## config.mk

```make
export PLATFORM = sky130hd
export DESIGN_NAME = searchable_deque_store_top
export DESIGN_NICKNAME = d
export VERILOG_FILES = /design/src/rtl/sdq_pkg.sv /design/src/rtl/sdq_cell.sv /design/src/rtl/searchable_deque_store_top.sv
export SDC_FILE = /design/constraint.sdc
export NUM_CORES = 2
export LEC_CHECK = 0
export BUFFER_PORTS_ARGS = -buffer_cell sky130_fd_sc_hd__buf_2
export CORE_ASPECT_RATIO = 0.6
export CORE_MARGIN = 2
export CORE_UTILIZATION = 50
export DETAILED_ROUTE_END_ITERATION = 8
export MAX_ROUTING_LAYER = met4
export PLACE_DENSITY = 0.78
export SLEW_MARGIN = 20
export SYNTH_ARGS = -nofsm -noshare
export SYNTH_HDL_FRONTEND = slang
export SYNTH_SLANG_ARGS = --single-unit
```

## constraint.sdc

```tcl
create_clock -name clk_i -period 6.45 [get_ports clk_i]
set_clock_uncertainty 0.15 [all_clocks]
set_input_delay 1.29 -clock clk_i [delete_from_list [all_inputs] [get_ports clk_i]]
set_output_delay 1.29 -clock clk_i [all_outputs]
set_load 0.005 [all_outputs]
```

## src/rtl/sdq_pkg.sv

```systemverilog
// ----------------------------------------------------------------------------
// sdq_pkg
// Shared types and constants for the searchable deque store: operation and
// status codes, sequencer states and the per-cell control word.
// ----------------------------------------------------------------------------
package sdq_pkg;

  // Default sizing
  localparam int unsigned CapacityDefault  = 16;
  localparam int unsigned ValueBitsDefault = 32;

  // Port field widths
  localparam int unsigned OpW     = 3;
  localparam int unsigned InValW  = 32;
  localparam int unsigned StatusW = 2;
  localparam int unsigned PosW    = 4;
  localparam int unsigned OutValW = 32;
  localparam int unsigned CountW  = 5;

  // Operation codes (six and seven behave as count)
  typedef enum logic [OpW-1:0] {
    OP_PUSH_BACK  = 3'd0,
    OP_PUSH_FRONT = 3'd1,
    OP_POP_FRONT  = 3'd2,
    OP_FIND       = 3'd3,
    OP_DELETE     = 3'd4,
    OP_COUNT      = 3'd5
  } op_e;

  // Result status codes
  typedef enum logic [StatusW-1:0] {
    ST_DONE = 2'd0,
    ST_FULL = 2'd1,
    ST_MISS = 2'd2
  } status_e;

  // Sequencer states, one-hot
  typedef enum logic [1:0] {
    S_IDLE = 2'b01,
    S_EXEC = 2'b10
  } state_e;

  // Per-cell control word
  typedef struct packed {
    logic compare;     // register the match against the incoming key
    logic load_new;    // take the new value
    logic take_left;   // take the value of the cell nearer the front
    logic take_right;  // take the value of the cell nearer the back
  } cell_ctrl_t;

endpackage

```

## src/rtl/sdq_cell.sv

```systemverilog
// ----------------------------------------------------------------------------
// sdq_cell
// One storage cell of the deque chain. Holds one entry, registers whether it
// matches the search key, and shifts toward either neighbor on command.
// ----------------------------------------------------------------------------
module sdq_cell #(
  parameter int unsigned VALUE_BITS = sdq_pkg::ValueBitsDefault
) (
  input  logic                   clk_i,
  input  sdq_pkg::cell_ctrl_t    ctrl_i,
  input  logic [VALUE_BITS-1:0]  key_i,
  input  logic [VALUE_BITS-1:0]  new_value_i,
  input  logic [VALUE_BITS-1:0]  left_value_i,
  input  logic [VALUE_BITS-1:0]  right_value_i,
  output logic [VALUE_BITS-1:0]  value_o,
  output logic                   hit_o
);
  import sdq_pkg::*;

  logic [VALUE_BITS-1:0] value_q;
  logic                  hit_q;

  // Load, shift or hold the entry
  always_ff @(posedge clk_i) begin
    if (ctrl_i.load_new) begin
      value_q <= new_value_i;
    end else if (ctrl_i.take_left) begin
      value_q <= left_value_i;
    end else if (ctrl_i.take_right) begin
      value_q <= right_value_i;
    end
  end

  // Capture the match against the key of the incoming beat
  always_ff @(posedge clk_i) begin
    if (ctrl_i.compare) begin
      hit_q <= (value_q == key_i);
    end
  end

  assign value_o = value_q;
  assign hit_o   = hit_q;

endmodule

```

## src/rtl/searchable_deque_store_top.sv

```systemverilog
// Flow: an accepted beat moves into the execute state, and its result is registered
// there once no earlier result is still held off by the result side.
// One item at a time: no new beat is taken until the current one leaves execute; the cells
// compare on accept and the priority pick plus shift of the whole cell row is done in execute.
// A result waiting in the output register does not block the next accept.
// Reset clears the entry count and all handshake state; cell contents are
// left as they are and never read above the count.
// ----------------------------------------------------------------------------
// searchable_deque_store_top
// Ordered store built as a row of cells: push at either end, pop the front,
// find or delete the first matching entry, and report the count.
// ----------------------------------------------------------------------------
module searchable_deque_store_top #(
  parameter int unsigned CAPACITY   = sdq_pkg::CapacityDefault,
  parameter int unsigned VALUE_BITS = sdq_pkg::ValueBitsDefault
) (
  input  logic                              clk_i,
  input  logic                              rst_ni,
  // Input channel
  input  logic                              in_valid_i,
  output logic                              in_stall_o,
  input  logic [sdq_pkg::OpW-1:0]           op_i,
  input  logic signed [sdq_pkg::InValW-1:0] value_i,
  // Result channel
  output logic                              out_valid_o,
  input  logic                              out_stall_i,
  output logic [sdq_pkg::StatusW-1:0]       status_o,
  output logic                              found_o,
  output logic [sdq_pkg::PosW-1:0]          position_o,
  output logic signed [sdq_pkg::OutValW-1:0] front_value_o,
  output logic [sdq_pkg::CountW-1:0]        count_o
);
  import sdq_pkg::*;

  localparam int unsigned CntBits = $clog2(CAPACITY + 1);
  localparam int unsigned IdxBits = $clog2(CAPACITY);

  state_e                state_q, state_d;
  op_e                   op_q;
  logic [VALUE_BITS-1:0] key_q;
  logic [VALUE_BITS-1:0] key_in;
  logic [CntBits-1:0]    count_q, count_d;

  logic                  in_accept;
  logic                  fire;

  cell_ctrl_t            ctrl [CAPACITY];
  logic [VALUE_BITS-1:0] cell_val [CAPACITY];
  logic [CAPACITY-1:0]   cell_hit;
  logic [CAPACITY-1:0]   occ;
  logic [CAPACITY-1:0]   hit_vec;
  logic [CAPACITY-1:0]   first_oh;
  logic [CAPACITY-1:0]   after_mask;
  logic [IdxBits-1:0]    pos;
  logic                  any_hit;
  logic                  full;
  logic                  empty;

  logic                  out_valid_q;
  status_e               status_q, status_d;
  logic                  found_q, found_d;
  logic [PosW-1:0]       position_q, position_d;
  logic [OutValW-1:0]    front_q, front_d;
  logic [CountW-1:0]     count_out_q;

  // Handshake
  assign in_stall_o = (state_q != S_IDLE);
  assign in_accept  = in_valid_i & ~in_stall_o;
  assign fire       = (state_q == S_EXEC) & ~(out_valid_q & out_stall_i);

  // Sign-extend or cut the incoming value to the entry width
  assign key_in = VALUE_BITS'(value_i);

  // Sequencer
  always_comb begin
    state_d = state_q;
    case (state_q)
      S_IDLE: begin
        if (in_accept) begin
          state_d = S_EXEC;
        end
      end
      S_EXEC: begin
        if (fire) begin
          state_d = S_IDLE;
        end
      end
      default: state_d = S_IDLE;
    endcase
  end

  always_ff @(posedge clk_i or negedge rst_ni) begin
    if (!rst_ni) begin
      state_q     <= S_IDLE;
      count_q     <= '0;
      out_valid_q <= 1'b0;
    end else begin
      state_q     <= state_d;
      count_q     <= count_d;
      out_valid_q <= fire | (out_valid_q & out_stall_i);
    end
  end

  // Hold the accepted beat
  always_ff @(posedge clk_i) begin
    if (in_accept) begin
      op_q  <= op_e'(op_i);
      key_q <= key_in;
    end
  end

  // Cell row
  for (genvar i = 0; i < CAPACITY; i++) begin : g_cell
    logic [VALUE_BITS-1:0] left_val;
    logic [VALUE_BITS-1:0] right_val;

    if (i == 0) begin : g_first
      assign left_val = key_q;
    end else begin : g_mid_l
      assign left_val = cell_val[i-1];
    end

    if (i == CAPACITY - 1) begin : g_last
      assign right_val = cell_val[i];
    end else begin : g_mid_r
      assign right_val = cell_val[i+1];
    end

    sdq_cell #(
      .VALUE_BITS (VALUE_BITS)
    ) u_cell (
      .clk_i         (clk_i),
      .ctrl_i        (ctrl[i]),
      .key_i         (key_in),
      .new_value_i   (key_q),
      .left_value_i  (left_val),
      .right_value_i (right_val),
      .value_o       (cell_val[i]),
      .hit_o         (cell_hit[i])
    );

    assign occ[i] = (CntBits'(i) < count_q);
  end

  // Pick the first match: isolate the lowest set hit bit
  assign hit_vec    = cell_hit & occ;
  assign first_oh   = hit_vec & (~hit_vec + CAPACITY'(1));
  assign after_mask = ~(first_oh - CAPACITY'(1));
  assign any_hit    = |hit_vec;
  assign full       = (count_q == CntBits'(CAPACITY));
  assign empty      = (count_q == '0);

  // Encode the match position
  always_comb begin
    pos = '0;
    for (int unsigned i = 0; i < CAPACITY; i++) begin
      if (first_oh[i]) begin
        pos = pos | IdxBits'(i);
      end
    end
  end

  // Decode the operation into cell commands, new count and result
  always_comb begin
    count_d    = count_q;
    status_d   = ST_DONE;
    found_d    = 1'b0;
    position_d = '0;
    front_d    = empty ? '0 : OutValW'(cell_val[0]);
    for (int unsigned i = 0; i < CAPACITY; i++) begin
      ctrl[i]         = '0;
      ctrl[i].compare = in_accept;
    end
    if (fire) begin
      case (op_q)
        OP_PUSH_BACK: begin
          if (full) begin
            status_d = ST_FULL;
          end else begin
            count_d = count_q + CntBits'(1);
            for (int unsigned i = 0; i < CAPACITY; i++) begin
              ctrl[i].load_new = (CntBits'(i) == count_q);
            end
          end
        end
        OP_PUSH_FRONT: begin
          if (full) begin
            status_d = ST_FULL;
          end else begin
            count_d = count_q + CntBits'(1);
            for (int unsigned i = 0; i < CAPACITY; i++) begin
              ctrl[i].load_new  = (i == 0);
              ctrl[i].take_left = (i != 0);
            end
          end
        end
        OP_POP_FRONT: begin
          if (empty) begin
            status_d = ST_MISS;
          end else begin
            count_d = count_q - CntBits'(1);
            for (int unsigned i = 0; i < CAPACITY; i++) begin
              ctrl[i].take_right = 1'b1;
            end
          end
        end
        OP_FIND: begin
          if (any_hit) begin
            found_d    = 1'b1;
            position_d = PosW'(pos);
          end else begin
            status_d = ST_MISS;
          end
        end
        OP_DELETE: begin
          if (any_hit) begin
            found_d    = 1'b1;
            position_d = PosW'(pos);
            count_d    = count_q - CntBits'(1);
            for (int unsigned i = 0; i < CAPACITY; i++) begin
              ctrl[i].take_right = after_mask[i];
            end
          end else begin
            status_d = ST_MISS;
          end
        end
        default: begin
          status_d = ST_DONE;
        end
      endcase
    end
  end

  // Output register
  always_ff @(posedge clk_i) begin
    if (fire) begin
      status_q    <= status_d;
      found_q     <= found_d;
      position_q  <= position_d;
      front_q     <= front_d;
      count_out_q <= CountW'(count_d);
    end
  end

  assign out_valid_o   = out_valid_q;
  assign status_o      = status_q;
  assign found_o       = found_q;
  assign position_o    = position_q;
  assign front_value_o = front_q;
  assign count_o       = count_out_q;

`ifndef SYNTHESIS
  a_count_in_range: assert property (@(posedge clk_i) disable iff (!rst_ni)
    count_q <= CntBits'(CAPACITY))
    else $error("entry count above capacity");

  a_accept_to_exec: assert property (@(posedge clk_i) disable iff (!rst_ni)
    in_accept |=> (state_q == S_EXEC))
    else $error("accepted beat did not enter execute");

  a_first_onehot: assert property (@(posedge clk_i) disable iff (!rst_ni)
    fire |-> $onehot0(first_oh))
    else $error("first match pick not one-hot");

  a_found_done: assert property (@(posedge clk_i) disable iff (!rst_ni)
    (fire && found_d) |-> (status_d == ST_DONE))
    else $error("match reported with non-done status");

  a_count_step: assert property (@(posedge clk_i) disable iff (!rst_ni)
    !fire |=> $stable(count_q))
    else $error("count changed outside execute");
`endif

endmodule
```

==> key figures <==
Timing
  – Slew @ Worst Pin: 1.20 ns
  – Tmin final: 4.83 ns
  – Final Hold Slack: 0.347 ns
  – Tcrit/Tclk final: 0.748
  – RSZ-0062 raised after global routing: no
  – Pins over their slew limit: 0
  – Slew HR: 0.192
  – Endpoints failing setup: 0
  – Fmax: 207 MHz
  – Setup TNS: 0 ns
  – Fin. Hold Viols: 0

Detailed routing
  – Post-route antenna net violation count: 0
  – M1 WL: 48.8 mm
  – Vias: 27800
  – Top sig layer: met4
  – DR pass1 iterations: 7
  – Routed wl met3: 25.6 mm
  – Post-route DRC violation count: 0
  – Routed wire length: 120 mm
  – Met2 routed WL: 44.5 mm
  – Drt wl/cell: 28.0 um
  – Drt first-iter violations: 4862
  – Vias per cell: 6.48

Min path
  – Hold Crit Class: input port to asynchronous set/reset pin

CTS
  – H-tree depth: 2
  – Worst-Skew Late Latency: 0.64 ns
  – Post-CTS Resized: 0
  – CTS Buf Count: 54
  – CTS Hold Bufs: 0
  – Clk root buf: clkbuf_16
  – Clock Path Buffers: 3
  – CTS tree: yes
  – Reg clk slew, reported paths: 0.07 ns
  – CTS Sinks: 615
  – Postcts setup bufs: 0

Logic synthesis
  – Count of cell types in the netlist: 62
  – Mapped Cells: 3418
  – Ys Warns: 0
  – Synth Cell Area: 35700 sq um
  – Synth area leaders: edfxtp_1, xor2_1, mux2i_1
  – Synthesized flop and latch total: 615
  – Post-synth ARST share: 0.0130
  – Post-synth EDFFs: 607
  – Syn_nets: 3462
  – Register area share after synthesis: 0.517
  – Post-synth top area cell: edfxtp_1
  – Synth top area share: 0.511
  – Average size of a mapped cell: 10.4 sq um
  – Synth Flop Type: edfxtp_1

Floorplanning
  – Row Count: 75
  – Num ports: 85
  – Die area: 73600 sq um
  – Starting Density: 0.508
  – Chip width: 349 um
  – Die Ht: 211 um
  – Placeable Area: 70300 sq um

Job
  – Max-cap violations: 0

Worst setup path
  – Endpoint class of the critical path: flop
  – R2R cell count: 10
  – Worst Path Required: 6.58 ns
  – CP Max Fanout: 37
  – WP data arrival: 4.96 ns
  – Crit path kind: flop to flop
  – Startpoint Class: flop

Power and ir drop
  – VDD IR max: 239 uV
  – Power per Cell Area: 244 nW/um^2
  – Leak Pwr: 12.8 nW

Global route
  – First-pass GRT wire length: 175 mm
  – Initial antenna violation count: 0
  – Vias in the first global route: 25300
  – GRT overflow: 0
  – GRT Util Overall: 0.331
  – Largest net degree at the start of global routing: 98

Cells and area
  – Leading cell type in the layout, fill and taps excluded: edfxtp_1
  – Final Core Density: 0.547
  – Commonest non-fill, non-tap cells in the layout: edfxtp_1, xor2_1, nand2_1
  – FILL cells: 5868
  – Design Area, Final: 38400 sq um
  – Fin nets: 3361
  – Share of layout cells above drive strength 1: 0.0946
  – Antenna cells: 0
  – Layout area overhead: 7.77%

Place
  – RePlAce Congestion: 1.05
  – Area after DPL: 36700 sq um
  – DP Wirelength: 86.3 mm
  – Port bufs: 84

Run status
  – Run status: finished, final reports clean
-- flip-flops by register name (all words and copies together) (netlist names) --
signal,flops
found_o,1
count_o,5
status_o,2
count_q,5
position_o,4
g_cell.u_cell.value_o,512
out_valid_o,1
g_cell.left_val,32
op_q,3
state_q,2
front_value_o,32
g_cell.u_cell.hit_o,16
-- cell usage after synthesis (3+ instances only) --
cell type,n
edfxtp_1,607
xor2_1,512
nand2_1,500
nor2_1,335
mux2i_1,288
clkbuf_1,233
o21ai_0,178
a31oi_1,171
a21oi_1,140
nor4_1,130
mux2_2,64
and2_1,40
nand4_1,36
buf_2,35
nand3_1,22
buf_1,19
inv_1,8
dfrtp_1,7
nor3_1,7
nor2b_1,6
o21a_1,6
ha_1,5
o211ai_1,5
o22ai_1,5
o31a_1,4
a22oi_1,3
and3_1,3
and4_1,3
nand2b_1,3
o22a_1,3
-- metal layers --
layer,GRT usage,vias to the layer above
li1,-,12000
met5,-,-
met3,0.202,132
met1,0.477,13500
met4,0.0327,0
met2,0.394,2138
-- metrics by stage --
stage / power, W / instances / setup WS, ns
after floorplan: 0.00546 / 3418 / 0.598
after global placement: 0.00592 / 4185 / 1.83
after detailed placement: 0.00593 / 4185 / 1.68
after CTS: 0.00928 / 4285 / 1.69
after global routing: 0.00957 / 4285 / 1.44
final: 0.00938 / 4285 / 1.62
-- logic make-up (layout without fill, tap and decap cells) --
kind of cell | count (synthesis) | count (layout) | synth area share
buf+inv | 297 | 240 | 0.0329
mux | 352 | 352 | 0.101
flops | 615 | 615 | 0.517
fa+ha+maj | 5 | 5 | 0.00175
compound gates | 539 | 539 | 0.0872
simple gates | 1096 | 1096 | 0.134
xor+xnor | 514 | 514 | 0.126
-- power by group --
group          internal, W  total, W  switching (W)
sequential         0.00451   0.00472       0.000207
clock              0.00185   0.00346        0.00162
combinational     0.000357   0.00120       0.000840
-- area by class of cell --
type,count,area [sq um],share of cell area
repair buffers,132,831,0.0216
multi-input cells,2506,16200,0.422
clock buffers,65,1410,0.0368
inverters,8,30.0,0.000781
clock inverters,35,364,0.00947
flip-flops and latches,615,18400,0.479
well taps,924,1160,0.0301
-- critical path: stages, from the launching register on --
cell,delay [ns]
dfrtp_1,0.85
inv_1,0.23
ha_1,0.35
or4b_1,0.19
buf_4,0.38
and3_1,0.52
nor2_1,0.16
a41oi_4,0.34
nand2_1,0.40
o211ai_1,0.30
buf_4,0.52
-- final timing paths --
| path | from | end | slack, ns |
|---|---|---|---|
| max in group asynchronous | rst_ni | state_q[0] | 5.56 |
| min in group clk_i | state_q[1] | out_valid_o | 0.38 |
| min reg2reg | state_q[1] | out_valid_o | 0.38 |
| max reg2reg | count_q[1] | g_cell[2].u_cell.value_o[10] | 1.62 |
| min | rst_ni | count_q[4] | 0.35 |
| max | count_q[1] | g_cell[2].u_cell.value_o[10] | 1.62 |
No activity file was read; power rests on OpenSTA's default activity.
